==> config.mk <==
export PLATFORM = sky130hd
export DESIGN_NAME = toolpath_segment_shader_flat
export DESIGN_NICKNAME = d
export VERILOG_FILES = /design/src/hw/rtl/tss_pkg.sv /design/src/hw/rtl/tss_if.sv /design/src/hw/rtl/toolpath_segment_shader.sv /design/src/flat_wrapper.sv
export SDC_FILE = /design/constraint.sdc
export NUM_CORES = 2
export LEC_CHECK = 0
export ABC_AREA = 1
export BUFFER_PORTS_ARGS = -buffer_cell sky130_fd_sc_hd__buf_2
export CORE_ASPECT_RATIO = 0.5
export CORE_MARGIN = 1.5
export CORE_UTILIZATION = 30
export DETAILED_ROUTE_END_ITERATION = 6
export GPL_TIMING_DRIVEN = 0
export PLACE_DENSITY = 0.52
export SLEW_MARGIN = 20
export SYNTH_ARGS = -nofsm -noshare
export SYNTH_HDL_FRONTEND = slang
export SYNTH_SLANG_ARGS = --single-unit
==> constraint.sdc <==
create_clock -name clk -period 9.2 [get_ports clk]
set_clock_uncertainty 0.15 [all_clocks]
set_input_delay 0.46 -clock clk [delete_from_list [all_inputs] [get_ports clk]]
set_output_delay 0.46 -clock clk [all_outputs]
set_load 0.05 [all_outputs]
==> src/hw/rtl/tss_pkg.sv <==
// Package for the toolpath segment shader: widths, register indexes,
// opacity constants and the divide-by-255 helper.
// Depends on nothing; compiled first.
`default_nettype none

package tss_pkg;

    localparam int DEPTH_FRAC_BITS = 10;
    localparam int DEPTH_W         = DEPTH_FRAC_BITS + 1;
    localparam int DSQ_W           = 2 * DEPTH_FRAC_BITS + 1;

    localparam int HEIGHT_W = 24;
    localparam int SCALE_W  = 32;
    localparam int COLOR_W  = 24;
    localparam int GAIN_W   = 10;
    localparam int CFG_IDX_W  = 3;
    localparam int CFG_DATA_W = 32;

    localparam int DIFF_W = HEIGHT_W + 2;
    localparam int PROD_W = (DIFF_W - 1) + SCALE_W;
    localparam int FRAC_SHIFT = 17;

    localparam logic [7:0] OPA_40    = 8'd102;
    localparam logic [7:0] OPA_60    = 8'd153;
    localparam logic [7:0] OPA_90    = 8'd229;
    localparam logic [7:0] OPA_COVER = 8'd255;

    localparam logic [GAIN_W-1:0] GAIN_MIN = GAIN_W'(128);
    localparam logic [GAIN_W-1:0] GAIN_MAX = GAIN_W'(512);

    localparam logic [16:0] FRAC_ONE = 17'd65536;

    typedef enum logic [CFG_IDX_W-1:0] {
        REG_HEIGHT_OFFSET   = 3'd0,
        REG_HEIGHT_SCALE    = 3'd1,
        REG_HIGHLIGHT_COLOR = 3'd2,
        REG_EXCLUDED_COLOR  = 3'd3,
        REG_BRIGHTNESS      = 3'd4,
        REG_GLOBAL_OPACITY  = 3'd5,
        REG_SHOW_EXTRUSION  = 3'd6,
        REG_SHOW_TRAVEL     = 3'd7
    } cfg_index_t;

    // Per-segment style flags that travel with the data down the pipeline.
    typedef struct packed {
        logic       visible;
        logic [1:0] stroke_width;
        logic [7:0] base_alpha;
        logic       highlighted;
        logic       excluded;
    } seg_ctl_t;

    // Exact floor(x / 255) for x up to 255 * 255.
    function automatic logic [7:0] div255(input logic [15:0] x);
        logic [16:0] s;
        s = {1'b0, x} + 17'd1 + {9'd0, x[15:8]};
        return s[15:8];
    endfunction

endpackage

`default_nettype wire

==> src/hw/rtl/tss_if.sv <==
// Handshake interfaces of the toolpath segment shader: segment input,
// style output and configuration write channel.
// Depends on tss_pkg for field widths.
`default_nettype none

interface tss_seg_if;
    logic                                 valid;
    logic                                 ready;
    logic signed [tss_pkg::HEIGHT_W-1:0]  start_height;
    logic signed [tss_pkg::HEIGHT_W-1:0]  end_height;
    logic        [tss_pkg::DEPTH_W-1:0]   depth_fraction;
    logic                                 extrusion;
    logic                                 highlighted;
    logic                                 excluded;

    modport source (output valid, start_height, end_height, depth_fraction,
                    extrusion, highlighted, excluded, input ready);
    modport sink   (input valid, start_height, end_height, depth_fraction,
                    extrusion, highlighted, excluded, output ready);
endinterface

interface tss_style_if;
    logic       valid;
    logic       ready;
    logic       visible;
    logic [1:0] stroke_width;
    logic [7:0] red;
    logic [7:0] green;
    logic [7:0] blue;
    logic [7:0] opacity;

    modport source (output valid, visible, stroke_width, red, green, blue, opacity,
                    input ready);
    modport sink   (input valid, visible, stroke_width, red, green, blue, opacity,
                    output ready);
endinterface

interface tss_cfg_if;
    logic                              valid;
    logic                              ready;
    logic [tss_pkg::CFG_IDX_W-1:0]     index;
    logic [tss_pkg::CFG_DATA_W-1:0]    data;

    modport source (output valid, index, data, input ready);
    modport sink   (input valid, index, data, output ready);
endinterface

`default_nettype wire

==> src/hw/rtl/toolpath_segment_shader.sv <==
// Top level of the toolpath segment shader: configuration registers and a
// six-stage pipeline from segment item to style item.
// Depends on tss_pkg and the interfaces in tss_if.sv.
`default_nettype none

// Usage
// The block takes one toolpath segment item on the segment channel and
// returns one style item on the style channel for each, in order.
// Configuration registers are written through the cfg channel, whose ready
// is always high; write them only while no segment item is in flight.
// Each style item is driven from the output register. Throughput is one
// item per cycle: a new segment item is taken in every cycle in which the
// output register is empty or the style receiver takes the item it holds.
// The six stages are: height sum and depth square, height-scale multiply
// and depth factor, rainbow colour and base-opacity multiply, brightness
// gain and first divide by 255, global-opacity multiply, final divide.
// The whole pipeline advances together when the output register is empty
// or its item is taken; when the receiver stalls, every stage holds, so
// nothing is lost or repeated, and segment.ready goes low.
// Reset clears all valid bits and loads the register reset values; no
// clearing pass is needed.
module toolpath_segment_shader (
    input  wire logic   clk,
    input  wire logic   rst_n,
    tss_seg_if.sink     segment,
    tss_style_if.source style,
    tss_cfg_if.sink     cfg
);
    import tss_pkg::*;

    // Configuration registers.
    logic signed [HEIGHT_W-1:0] height_offset_reg;
    logic [SCALE_W-1:0]         height_scale_reg;
    logic [COLOR_W-1:0]         highlight_color_reg;
    logic [COLOR_W-1:0]         excluded_color_reg;
    logic [GAIN_W-1:0]          brightness_reg;
    logic [7:0]                 global_opacity_reg;
    logic                       show_extrusion_reg;
    logic                       show_travel_reg;

    assign cfg.ready = 1'b1;

    always_ff @(posedge clk or negedge rst_n)
    begin
        if (!rst_n)
        begin
            height_offset_reg   <= '0;
            height_scale_reg    <= SCALE_W'(65536);
            highlight_color_reg <= '0;
            excluded_color_reg  <= '0;
            brightness_reg      <= GAIN_W'(256);
            global_opacity_reg  <= 8'd229;
            show_extrusion_reg  <= 1'b1;
            show_travel_reg     <= 1'b1;
        end
        else if (cfg.valid)
        begin
            unique case (cfg_index_t'(cfg.index))
                REG_HEIGHT_OFFSET:   height_offset_reg   <= cfg.data[HEIGHT_W-1:0];
                REG_HEIGHT_SCALE:    height_scale_reg    <= cfg.data[SCALE_W-1:0];
                REG_HIGHLIGHT_COLOR: highlight_color_reg <= cfg.data[COLOR_W-1:0];
                REG_EXCLUDED_COLOR:  excluded_color_reg  <= cfg.data[COLOR_W-1:0];
                REG_BRIGHTNESS:      brightness_reg      <= cfg.data[GAIN_W-1:0];
                REG_GLOBAL_OPACITY:  global_opacity_reg  <= cfg.data[7:0];
                REG_SHOW_EXTRUSION:  show_extrusion_reg  <= cfg.data[0];
                REG_SHOW_TRAVEL:     show_travel_reg     <= cfg.data[0];
                default:             height_offset_reg   <= height_offset_reg;
            endcase
        end
    end

    // All stages move together; the output register frees the last slot.
    logic v1_reg, v2_reg, v3_reg, v4_reg, v5_reg, v6_reg;
    logic advance;

    assign advance       = !v6_reg || style.ready;
    assign segment.ready = advance;

    always_ff @(posedge clk or negedge rst_n)
    begin
        if (!rst_n)
        begin
            v1_reg <= 1'b0;
            v2_reg <= 1'b0;
            v3_reg <= 1'b0;
            v4_reg <= 1'b0;
            v5_reg <= 1'b0;
            v6_reg <= 1'b0;
        end
        else if (advance)
        begin
            v1_reg <= segment.valid;
            v2_reg <= v1_reg;
            v3_reg <= v2_reg;
            v4_reg <= v3_reg;
            v5_reg <= v4_reg;
            v6_reg <= v5_reg;
        end
    end

    // Stage 1: doubled midpoint height above the offset, squared depth,
    // and the style flags. Excluded wins over highlighted, which wins over
    // the segment kind.
    logic signed [DIFF_W-1:0] diff_next, diff_reg;
    logic [DEPTH_W-1:0]       depth_clamped;
    logic [DSQ_W-1:0]         dsq_next, dsq_reg;
    seg_ctl_t                 ctl_next, ctl1_reg;

    always_comb
    begin
        diff_next = DIFF_W'(segment.start_height) + DIFF_W'(segment.end_height)
                  - (DIFF_W'(height_offset_reg) <<< 1);
        if (segment.depth_fraction > DEPTH_W'(1 << DEPTH_FRAC_BITS))
            depth_clamped = DEPTH_W'(1 << DEPTH_FRAC_BITS);
        else
            depth_clamped = segment.depth_fraction;
        dsq_next = DSQ_W'(DSQ_W'(depth_clamped) * DSQ_W'(depth_clamped));

        ctl_next.visible     = segment.extrusion ? show_extrusion_reg : show_travel_reg;
        ctl_next.highlighted = segment.highlighted;
        ctl_next.excluded    = segment.excluded;
        priority if (segment.excluded)
        begin
            ctl_next.stroke_width = 2'd1;
            ctl_next.base_alpha   = OPA_60;
        end
        else if (segment.highlighted)
        begin
            ctl_next.stroke_width = 2'd3;
            ctl_next.base_alpha   = OPA_COVER;
        end
        else if (segment.extrusion)
        begin
            ctl_next.stroke_width = 2'd2;
            ctl_next.base_alpha   = OPA_90;
        end
        else
        begin
            ctl_next.stroke_width = 2'd1;
            ctl_next.base_alpha   = OPA_60;
        end
    end

    always_ff @(posedge clk)
    begin
        if (advance)
        begin
            diff_reg <= diff_next;
            dsq_reg  <= dsq_next;
            ctl1_reg <= ctl_next;
        end
    end

    // Stage 2: height times reciprocal range, and the quadratic depth
    // factor. A height at or below the offset gives a zero product.
    logic [PROD_W-1:0]        prod_next, prod_reg;
    logic [DSQ_W-1:0]         depth_rem;
    logic [DSQ_W+7:0]         depth_term;
    logic [7:0]               depth_alpha_next, depth_alpha_reg;
    seg_ctl_t                 ctl2_reg;

    always_comb
    begin
        if (diff_reg[DIFF_W-1] || diff_reg == '0)
            prod_next = '0;
        else
            prod_next = PROD_W'(diff_reg[DIFF_W-2:0]) * PROD_W'(height_scale_reg);
        depth_rem        = DSQ_W'(1 << (2 * DEPTH_FRAC_BITS)) - dsq_reg;
        depth_term       = (DSQ_W+8)'(depth_rem) * (DSQ_W+8)'(OPA_60);
        depth_alpha_next = OPA_40 + depth_term[2*DEPTH_FRAC_BITS +: 8];
    end

    always_ff @(posedge clk)
    begin
        if (advance)
        begin
            prod_reg        <= prod_next;
            depth_alpha_reg <= depth_alpha_next;
            ctl2_reg        <= ctl1_reg;
        end
    end

    // Stage 3: Q1.16 fraction, rainbow band and ramp, colour overrides,
    // and base opacity times depth factor.
    logic [PROD_W-FRAC_SHIFT-1:0] frac_raw;
    logic [16:0]                  frac;
    logic [1:0]                   band;
    logic [14:0]                  band_pos;
    logic [14:0]                  band_rest;
    logic [22:0]                  up_prod, down_prod;
    logic [7:0]                   ramp_up, ramp_down;
    logic [7:0]                   red_next, green_next, blue_next;
    logic [7:0]                   red3_reg, green3_reg, blue3_reg;
    logic [15:0]                  opa_prod_next, opa_prod_reg;
    seg_ctl_t                     ctl3_reg;

    always_comb
    begin
        frac_raw = prod_reg[PROD_W-1:FRAC_SHIFT];
        if (frac_raw > (PROD_W-FRAC_SHIFT)'(FRAC_ONE))
            frac = FRAC_ONE;
        else
            frac = frac_raw[16:0];
        // The full-scale fraction lands at the top end of the last band.
        if (frac[16])
        begin
            band     = 2'd3;
            band_pos = 15'd16384;
        end
        else
        begin
            band     = frac[15:14];
            band_pos = {1'b0, frac[13:0]};
        end
        band_rest = 15'd16384 - band_pos;
        up_prod   = {band_pos, 8'd0} - 23'(band_pos);
        down_prod = {band_rest, 8'd0} - 23'(band_rest);
        ramp_up   = up_prod[21:14];
        ramp_down = down_prod[21:14];

        priority if (ctl2_reg.excluded)
        begin
            red_next   = excluded_color_reg[23:16];
            green_next = excluded_color_reg[15:8];
            blue_next  = excluded_color_reg[7:0];
        end
        else if (ctl2_reg.highlighted)
        begin
            red_next   = highlight_color_reg[23:16];
            green_next = highlight_color_reg[15:8];
            blue_next  = highlight_color_reg[7:0];
        end
        else
        begin
            unique case (band)
                2'd0:
                begin
                    red_next   = 8'd0;
                    green_next = ramp_up;
                    blue_next  = 8'd255;
                end
                2'd1:
                begin
                    red_next   = 8'd0;
                    green_next = 8'd255;
                    blue_next  = ramp_down;
                end
                2'd2:
                begin
                    red_next   = ramp_up;
                    green_next = 8'd255;
                    blue_next  = 8'd0;
                end
                default:
                begin
                    red_next   = 8'd255;
                    green_next = ramp_down;
                    blue_next  = 8'd0;
                end
            endcase
        end
        opa_prod_next = 16'(ctl2_reg.base_alpha) * 16'(depth_alpha_reg);
    end

    always_ff @(posedge clk)
    begin
        if (advance)
        begin
            red3_reg     <= red_next;
            green3_reg   <= green_next;
            blue3_reg    <= blue_next;
            opa_prod_reg <= opa_prod_next;
            ctl3_reg     <= ctl2_reg;
        end
    end

    // Stage 4: brightness gain with saturation, and the first divide.
    logic [GAIN_W-1:0] gain_clamped;
    logic [17:0]       red_gain, green_gain, blue_gain;
    logic [7:0]        red4_next, green4_next, blue4_next;
    logic [7:0]        red4_reg, green4_reg, blue4_reg;
    logic [7:0]        opa4_next, opa4_reg;
    seg_ctl_t          ctl4_reg;

    function automatic logic [7:0] sat8(input logic [17:0] p);
        return (p[17:8] > 10'd255) ? 8'd255 : p[15:8];
    endfunction

    always_comb
    begin
        if (brightness_reg < GAIN_MIN)
            gain_clamped = GAIN_MIN;
        else if (brightness_reg > GAIN_MAX)
            gain_clamped = GAIN_MAX;
        else
            gain_clamped = brightness_reg;
        red_gain    = 18'(red3_reg) * 18'(gain_clamped);
        green_gain  = 18'(green3_reg) * 18'(gain_clamped);
        blue_gain   = 18'(blue3_reg) * 18'(gain_clamped);
        red4_next   = sat8(red_gain);
        green4_next = sat8(green_gain);
        blue4_next  = sat8(blue_gain);
        opa4_next   = div255(opa_prod_reg);
    end

    always_ff @(posedge clk)
    begin
        if (advance)
        begin
            red4_reg   <= red4_next;
            green4_reg <= green4_next;
            blue4_reg  <= blue4_next;
            opa4_reg   <= opa4_next;
            ctl4_reg   <= ctl3_reg;
        end
    end

    // Stage 5: global opacity multiply.
    logic [15:0] gopa_prod_next, gopa_prod_reg;
    logic [7:0]  red5_reg, green5_reg, blue5_reg;
    seg_ctl_t    ctl5_reg;

    assign gopa_prod_next = 16'(opa4_reg) * 16'(global_opacity_reg);

    always_ff @(posedge clk)
    begin
        if (advance)
        begin
            gopa_prod_reg <= gopa_prod_next;
            red5_reg      <= red4_reg;
            green5_reg    <= green4_reg;
            blue5_reg     <= blue4_reg;
            ctl5_reg      <= ctl4_reg;
        end
    end

    // Stage 6: final divide into the output register.
    logic [7:0] opacity_next, opacity_reg;
    logic [7:0] red6_reg, green6_reg, blue6_reg;
    seg_ctl_t   ctl6_reg;

    assign opacity_next = div255(gopa_prod_reg);

    always_ff @(posedge clk)
    begin
        if (advance)
        begin
            opacity_reg <= opacity_next;
            red6_reg    <= red5_reg;
            green6_reg  <= green5_reg;
            blue6_reg   <= blue5_reg;
            ctl6_reg    <= ctl5_reg;
        end
    end

    assign style.valid        = v6_reg;
    assign style.visible      = ctl6_reg.visible;
    assign style.stroke_width = ctl6_reg.stroke_width;
    assign style.red          = red6_reg;
    assign style.green        = green6_reg;
    assign style.blue         = blue6_reg;
    assign style.opacity      = opacity_reg;

endmodule

`default_nettype wire
==> src/flat_wrapper.sv <==
// flat-port wrapper written by rule: the top's interface ports become plain ports
module toolpath_segment_shader_flat import tss_pkg::*;
  (clk, rst_n, segment_valid, segment_start_height, segment_end_height, segment_depth_fraction, segment_extrusion, segment_highlighted, segment_excluded, segment_ready, style_valid, style_visible, style_stroke_width, style_red, style_green, style_blue, style_opacity, style_ready, cfg_valid, cfg_index, cfg_data, cfg_ready);
  tss_seg_if segment_i ();
  tss_style_if style_i ();
  tss_cfg_if cfg_i ();
  input  wire logic clk;
  input  wire logic rst_n;
  input wire logic [$bits(segment_i.valid)-1:0] segment_valid;
  input wire logic [$bits(segment_i.start_height)-1:0] segment_start_height;
  input wire logic [$bits(segment_i.end_height)-1:0] segment_end_height;
  input wire logic [$bits(segment_i.depth_fraction)-1:0] segment_depth_fraction;
  input wire logic [$bits(segment_i.extrusion)-1:0] segment_extrusion;
  input wire logic [$bits(segment_i.highlighted)-1:0] segment_highlighted;
  input wire logic [$bits(segment_i.excluded)-1:0] segment_excluded;
  output wire logic [$bits(segment_i.ready)-1:0] segment_ready;
  output wire logic [$bits(style_i.valid)-1:0] style_valid;
  output wire logic [$bits(style_i.visible)-1:0] style_visible;
  output wire logic [$bits(style_i.stroke_width)-1:0] style_stroke_width;
  output wire logic [$bits(style_i.red)-1:0] style_red;
  output wire logic [$bits(style_i.green)-1:0] style_green;
  output wire logic [$bits(style_i.blue)-1:0] style_blue;
  output wire logic [$bits(style_i.opacity)-1:0] style_opacity;
  input wire logic [$bits(style_i.ready)-1:0] style_ready;
  input wire logic [$bits(cfg_i.valid)-1:0] cfg_valid;
  input wire logic [$bits(cfg_i.index)-1:0] cfg_index;
  input wire logic [$bits(cfg_i.data)-1:0] cfg_data;
  output wire logic [$bits(cfg_i.ready)-1:0] cfg_ready;
  assign segment_i.valid = segment_valid;
  assign segment_i.start_height = segment_start_height;
  assign segment_i.end_height = segment_end_height;
  assign segment_i.depth_fraction = segment_depth_fraction;
  assign segment_i.extrusion = segment_extrusion;
  assign segment_i.highlighted = segment_highlighted;
  assign segment_i.excluded = segment_excluded;
  assign segment_ready = segment_i.ready;
  assign style_valid = style_i.valid;
  assign style_visible = style_i.visible;
  assign style_stroke_width = style_i.stroke_width;
  assign style_red = style_i.red;
  assign style_green = style_i.green;
  assign style_blue = style_i.blue;
  assign style_opacity = style_i.opacity;
  assign style_i.ready = style_ready;
  assign cfg_i.valid = cfg_valid;
  assign cfg_i.index = cfg_index;
  assign cfg_i.data = cfg_data;
  assign cfg_ready = cfg_i.ready;
  toolpath_segment_shader u_core (.clk(clk), .rst_n(rst_n), .segment(segment_i), .style(style_i), .cfg(cfg_i));
endmodule
==> Yosys cells after proc, flatten, opt, wreduce, memory -nomap -nowiden <==
Index checks and enable logic that the tools add are counted.
{ "word_totals": {"ff_bits": 424, "input_bits": 102, "out_inout_bits": 38, "wordCells": 124} }
{ "classes": {"add_sub_neg": 11, "n_mul": 8, "n_lt_le_gt_ge": 7, "n_eq_ne": 9, "mux": 18, "reduce_logical": 17} }
{ "op_table": {"columns": ["cell", "count"], "rows": [
  ["multiplier 25 x 32 -> 57 bit", 1],
  ["multiplier 8 x 10 -> 18 bit", 3],
  ["two-way mux 8 bit", 6],
  ["case mux 8 bit (2 select lines)", 3],
  ["subtractor 22 x 15 -> 22 bit", 2],
  ["> comparator 40 x 17 -> 1 bit, second input constant", 1],
  ["two-way mux 10 bit", 4],
  ["adder 16 x 1 -> 16 bit, second input constant", 2],
  ["adder 16 x 8 -> 16 bit", 2],
  ["multiplier 8 x 8 -> 16 bit", 2],
  ["> comparator 10 x 8 -> 1 bit, second input constant", 3],
  ["multiplier 21 x 8 -> 28 bit, second input constant", 1],
  ["zero test 26 bit", 1],
  ["subtractor 25 x 25 -> 26 bit", 1],
  ["adder 24 x 24 -> 25 bit", 1],
  ["multiplier 11 x 11 -> 21 bit", 1],
  ["subtractor 21 bit, first input constant", 1],
  ["two-way mux 17 bit", 1],
  ["AND reduction 2 bit", 8],
  ["two-way mux 15 bit", 1],
  ["subtractor 15 bit, first input constant", 1],
  ["== test 3 bit, second input constant", 4],
  ["> comparator 11 bit, second input constant", 1],
  ["two-way mux 11 bit", 1],
  ["14 further kinds", 18]
]} }

==> Longest topological paths before layout <==
{ "logic_depth": {"depth_word": 8, "mapped_depth": 36, "ltp_nobuf": 34} }

==> Worst setup path before layout <==
OpenSTA, ideal clock, no wires.
{ "synth_path": {"path_kind": "reg-to-reg", "from": "register u_core.v6_reg (netlist: u_core.style.valid)", "to": "register u_core.v2_reg", "setup_time_ps": 469, "arrival_time_ps": 8727, "required_time_ps": 8581, "path_slack_ps": -147, "stages_incl_launch_ff": 4, "n_path_buf": 1, "synth_period_minus_slack_ps": 9347, "cell_sequence": "dfrtp_1 > nand2_1 > clkbuf_1 > a21oi_1"} }
{ "synth_via": {"elab_chain_len": 2} }
{ "synth_rtl": {"columns": ["item", "line_no", "rtl"], "rows": [
  ["start: declaration", "toolpath_segment_shader.sv:73", "logic v1_reg, v2_reg, v3_reg, v4_reg, v5_reg, v6_reg;"],
  ["start signal: assignment", "toolpath_segment_shader.sv:97", "v6_reg <= v5_reg;"],
  ["zero test 1 bit", "toolpath_segment_shader.sv:76", "assign advance = !v6_reg || style.ready;"],
  ["logical OR 1 bit", "toolpath_segment_shader.sv:76", null],
  ["via segment_ready", "flat_wrapper.sv:16", "output wire logic [$bits(segment_i.ready)-1:0] segment_ready;"],
  ["end signal: assignment", "toolpath_segment_shader.sv:93", "v2_reg <= v1_reg;"],
  ["end: declaration", "toolpath_segment_shader.sv:73", null]
]} }
The timed path passes the listed nets, and every way through them passes these cells.
A chain may end at the register's enable or synchronous reset.

==> Final worst setup path <==
{ "layout_path": {"from": "register u_core.diff_reg[11]", "to": "register u_core.prod_reg[49], data pin"} }
{ "layout_via": {"elab_chain_len": 2, "elab_cells_between_ends": 3, "classes_between": "1 x mul; 2 x reduce/logical"} }
{ "layout_rtl": {"columns": ["item", "line_no", "rtl"], "rows": [
  ["start: declaration", "toolpath_segment_shader.sv:104", "logic signed [DIFF_W-1:0] diff_next, diff_reg;"],
  ["start signal: assignment", "toolpath_segment_shader.sv:148", "diff_reg <= diff_next;"],
  ["branches (longest 2 deep; another with multiplier 25 x 32 -> 57 bit)", null, null],
  ["end signal: assignment", "toolpath_segment_shader.sv:177", "prod_reg <= prod_next;"],
  ["end: declaration", "toolpath_segment_shader.sv:156", "logic [PROD_W-1:0] prod_next, prod_reg;"]
]} }
Parallel ways; which one is timed is not known.

==> results.toml <==
[final_layout]
syn_to_final_growth_pct = 9.817
post-route-util_pct = 33.35
largest_reg_flops = 40
fin_nets = 9508
finalNonFillerCells = 10600
final_cell_mix = "2102 x inv_1, 1666 x nand2_1, 1019 x fa_1, 561 x ha_1, 478 x nor2_1"
final_layout_size_suffix_gt1_share_pct = 4.235
layout_commonest_cell = "inv_1"

[clocking]
cts_buffers = 46
cts_sinks = 392
clkLatencyLatePin_ns = 0.66
cts_max_level = 2
cts_tree = "done"
clock_path_buffers = 3
root_buffer = "clkbuf_16"
clkTransAtPathRegs_ns = 0.07

[floorplan]
num_rows = 117
io-pin-count = 140
die_h_um = 324.9
core_area_um2 = 204700
die_area_um2 = 210100
die_w_um = 646.7
initial_utilization_pct = 30.37

[sta]
slew-limit-headroom_pct = 22.80
setup_slack_ns = 0.3114
report.final.slew_viol_count = 0
hold_viol_final = 0
min_period_over_period_pct = 96.61
period_needed_ns = 8.889
finalSetupViolCount = 0
fmax_mhz = 112.5
worst_slew_pin_slew_ns = 1.158

[route]
first_iter_violations = 3770
antenna_left = 0
drt_wl_total_um = 188700
wl_per_cell_um = 17.80
num_vias = 48420
drt_first_pass_iters = 6
viasPerCell = 4.566
drc = 0

[worst_hold_path]
hold_class = "in2reg"

[worst_setup_path]
start_kind = "register"
cp_max_fo = 10
crit_arrival_ns = 9.17
end_kind = "register"
critPathRequiredTime_ns = 9.49
path_class = "reg2reg"

[yosys]
synth_cell_types = 59
ys_ff_latch = 392
synth_edf_count = 262
yosys_most_used_dff = "edfxtp_1"
synth-async-reset-ratio_pct = 33.16
syn_area_um2 = 62160
ys_warn_count = 0
seq_area_frac_synth_pct = 17.91
synthCells = 7603
syn-mean-instance-area_um2 = 8.176

[global_route]
grt_overflow = 0
grt_max_degree = 90
grt_pass1_wl_um = 290900
antenna_found_initial = 6
grt_usage_pct = 18.08
grt_pass1_vias = 48860

[outcome]
run_status = "completed"

[placement]
port_buffers = 138
dpl.hpwl_um = 157000
gp_congestion = 0.9639
place_ws_ns = -0.02416
dpl.cell_count = 10500

[flow_run]
drv_cap = 0
[per-stage QoR]
stage               setup TNS, ns  area (um^2)  hold WS, ns
floorplan                       0        62210      0.01441
global placement         -0.02218        66330       0.2511
detailed placement       -0.02416        66470       0.2322
CTS                             0        68200      0.01941
global route             -0.01508        68250      0.06168
finish                          0        68260      0.06575
[cells by family after synthesis]
group | Yosys count | share of synthesized area [%]
and+or+nand+nor | 2440 | 15.73
buffers and inverters | 2390 | 14.46
adders and majority gates | 1580 | 44.11
AOI/OAI and AO/OA | 661 | 5.803
DFF | 392 | 17.91
xor gates and xnor gates | 130 | 1.832
muxes | 8 | 0.1449
other | 2 | 0.01208
[area by class of cell]
cell class / count / area (um^2)
flip-flops and latches: 392 / 11130
plain buffers: 268 / 1074
repair buffers: 165 / 1036
well taps: 2737 / 3425
multi-input cells: 4835 / 42110
clock buffers: 57 / 1214
fillers: 21910 / 136400
inverters: 2118 / 7950
diodes: 4 / 10.01
clock inverters: 28 / 307.8
[cell usage after synthesis, types with 35 or more instances]
cell,count,share of area [%]
nand3_1,147,1.2
inv_1,2102,13
dfrtp_1,121,4.9
clkbuf_1,262,1.6
xor2_1,86,1.2
nor3_1,35,0.28
o21ai_0,262,2.1
xnor2_1,44,0.62
fa_1,1019,33
nor2_1,478,2.9
ha_1,561,11
a21oi_1,272,2.2
nand2_1,1666,10
edfxtp_1,262,13
[worst max-delay path, stage by stage, from the launching register on]
cell      delay [ns]
edfxtp_1        0.32
clkbuf_1        0.54
clkbuf_1        0.69
nand2_1         0.17
fa_1            0.54
fa_1            0.56
inv_1           0.06
fa_1            0.50
inv_1           0.06
fa_1            0.57
inv_1           0.06
fa_1            0.45
fa_1            0.49
inv_1           0.05
fa_1            0.47
inv_1           0.04
ha_1            0.34
a21oi_1         0.21
o21ai_0         0.15
a21oi_1         0.14
nand3_1         0.39
a21boi_0        0.55
o21ai_1         0.25
a21oi_1         0.44
nor2_1          0.10
o21ai_0         0.14
nor3b_2         0.23
[layer usage]
metal	share of wire (%)	track usage [%]
met5	0.0085	0
met3	6.9	2.409
met1	45	25.59
met4	3.2	5.381
met2	45	28.77
[path summary, 6_finish.rpt]
check / start / end / slack [ns] / cells past startpoint
worst max-delay path: u_core.diff_reg[11] / u_core.prod_reg[49] / 0.31 / 26
min in group asynchronous: rst_n / u_core.v5_reg / 0.16 / 2
worst max register to register: u_core.diff_reg[11] / u_core.prod_reg[49] / 0.31 / 26
max in group asynchronous: rst_n / u_core.global_opacity_reg[0] / 7.91 / 3
worst min-delay path: style_ready / u_core.v2_reg / 0.07 / 5
worst min register to register: u_core.ctl1_reg[3] / u_core.ctl2_reg[3] / 0.26 / 0
[repair_timing]
action	4_1_cts	5_1_grt
pin swaps	0	1
endpoints found under the setup margin	1	10
endpoints found under the hold margin	129	0
hold buffers	21	0
setup buffers	0	2
gates resized for setup	1	67
cloned	0	0
Power is left out: the tool's default activity adds up to more than one toggle a clock period on the data nets, which glitch-free logic cannot reach.
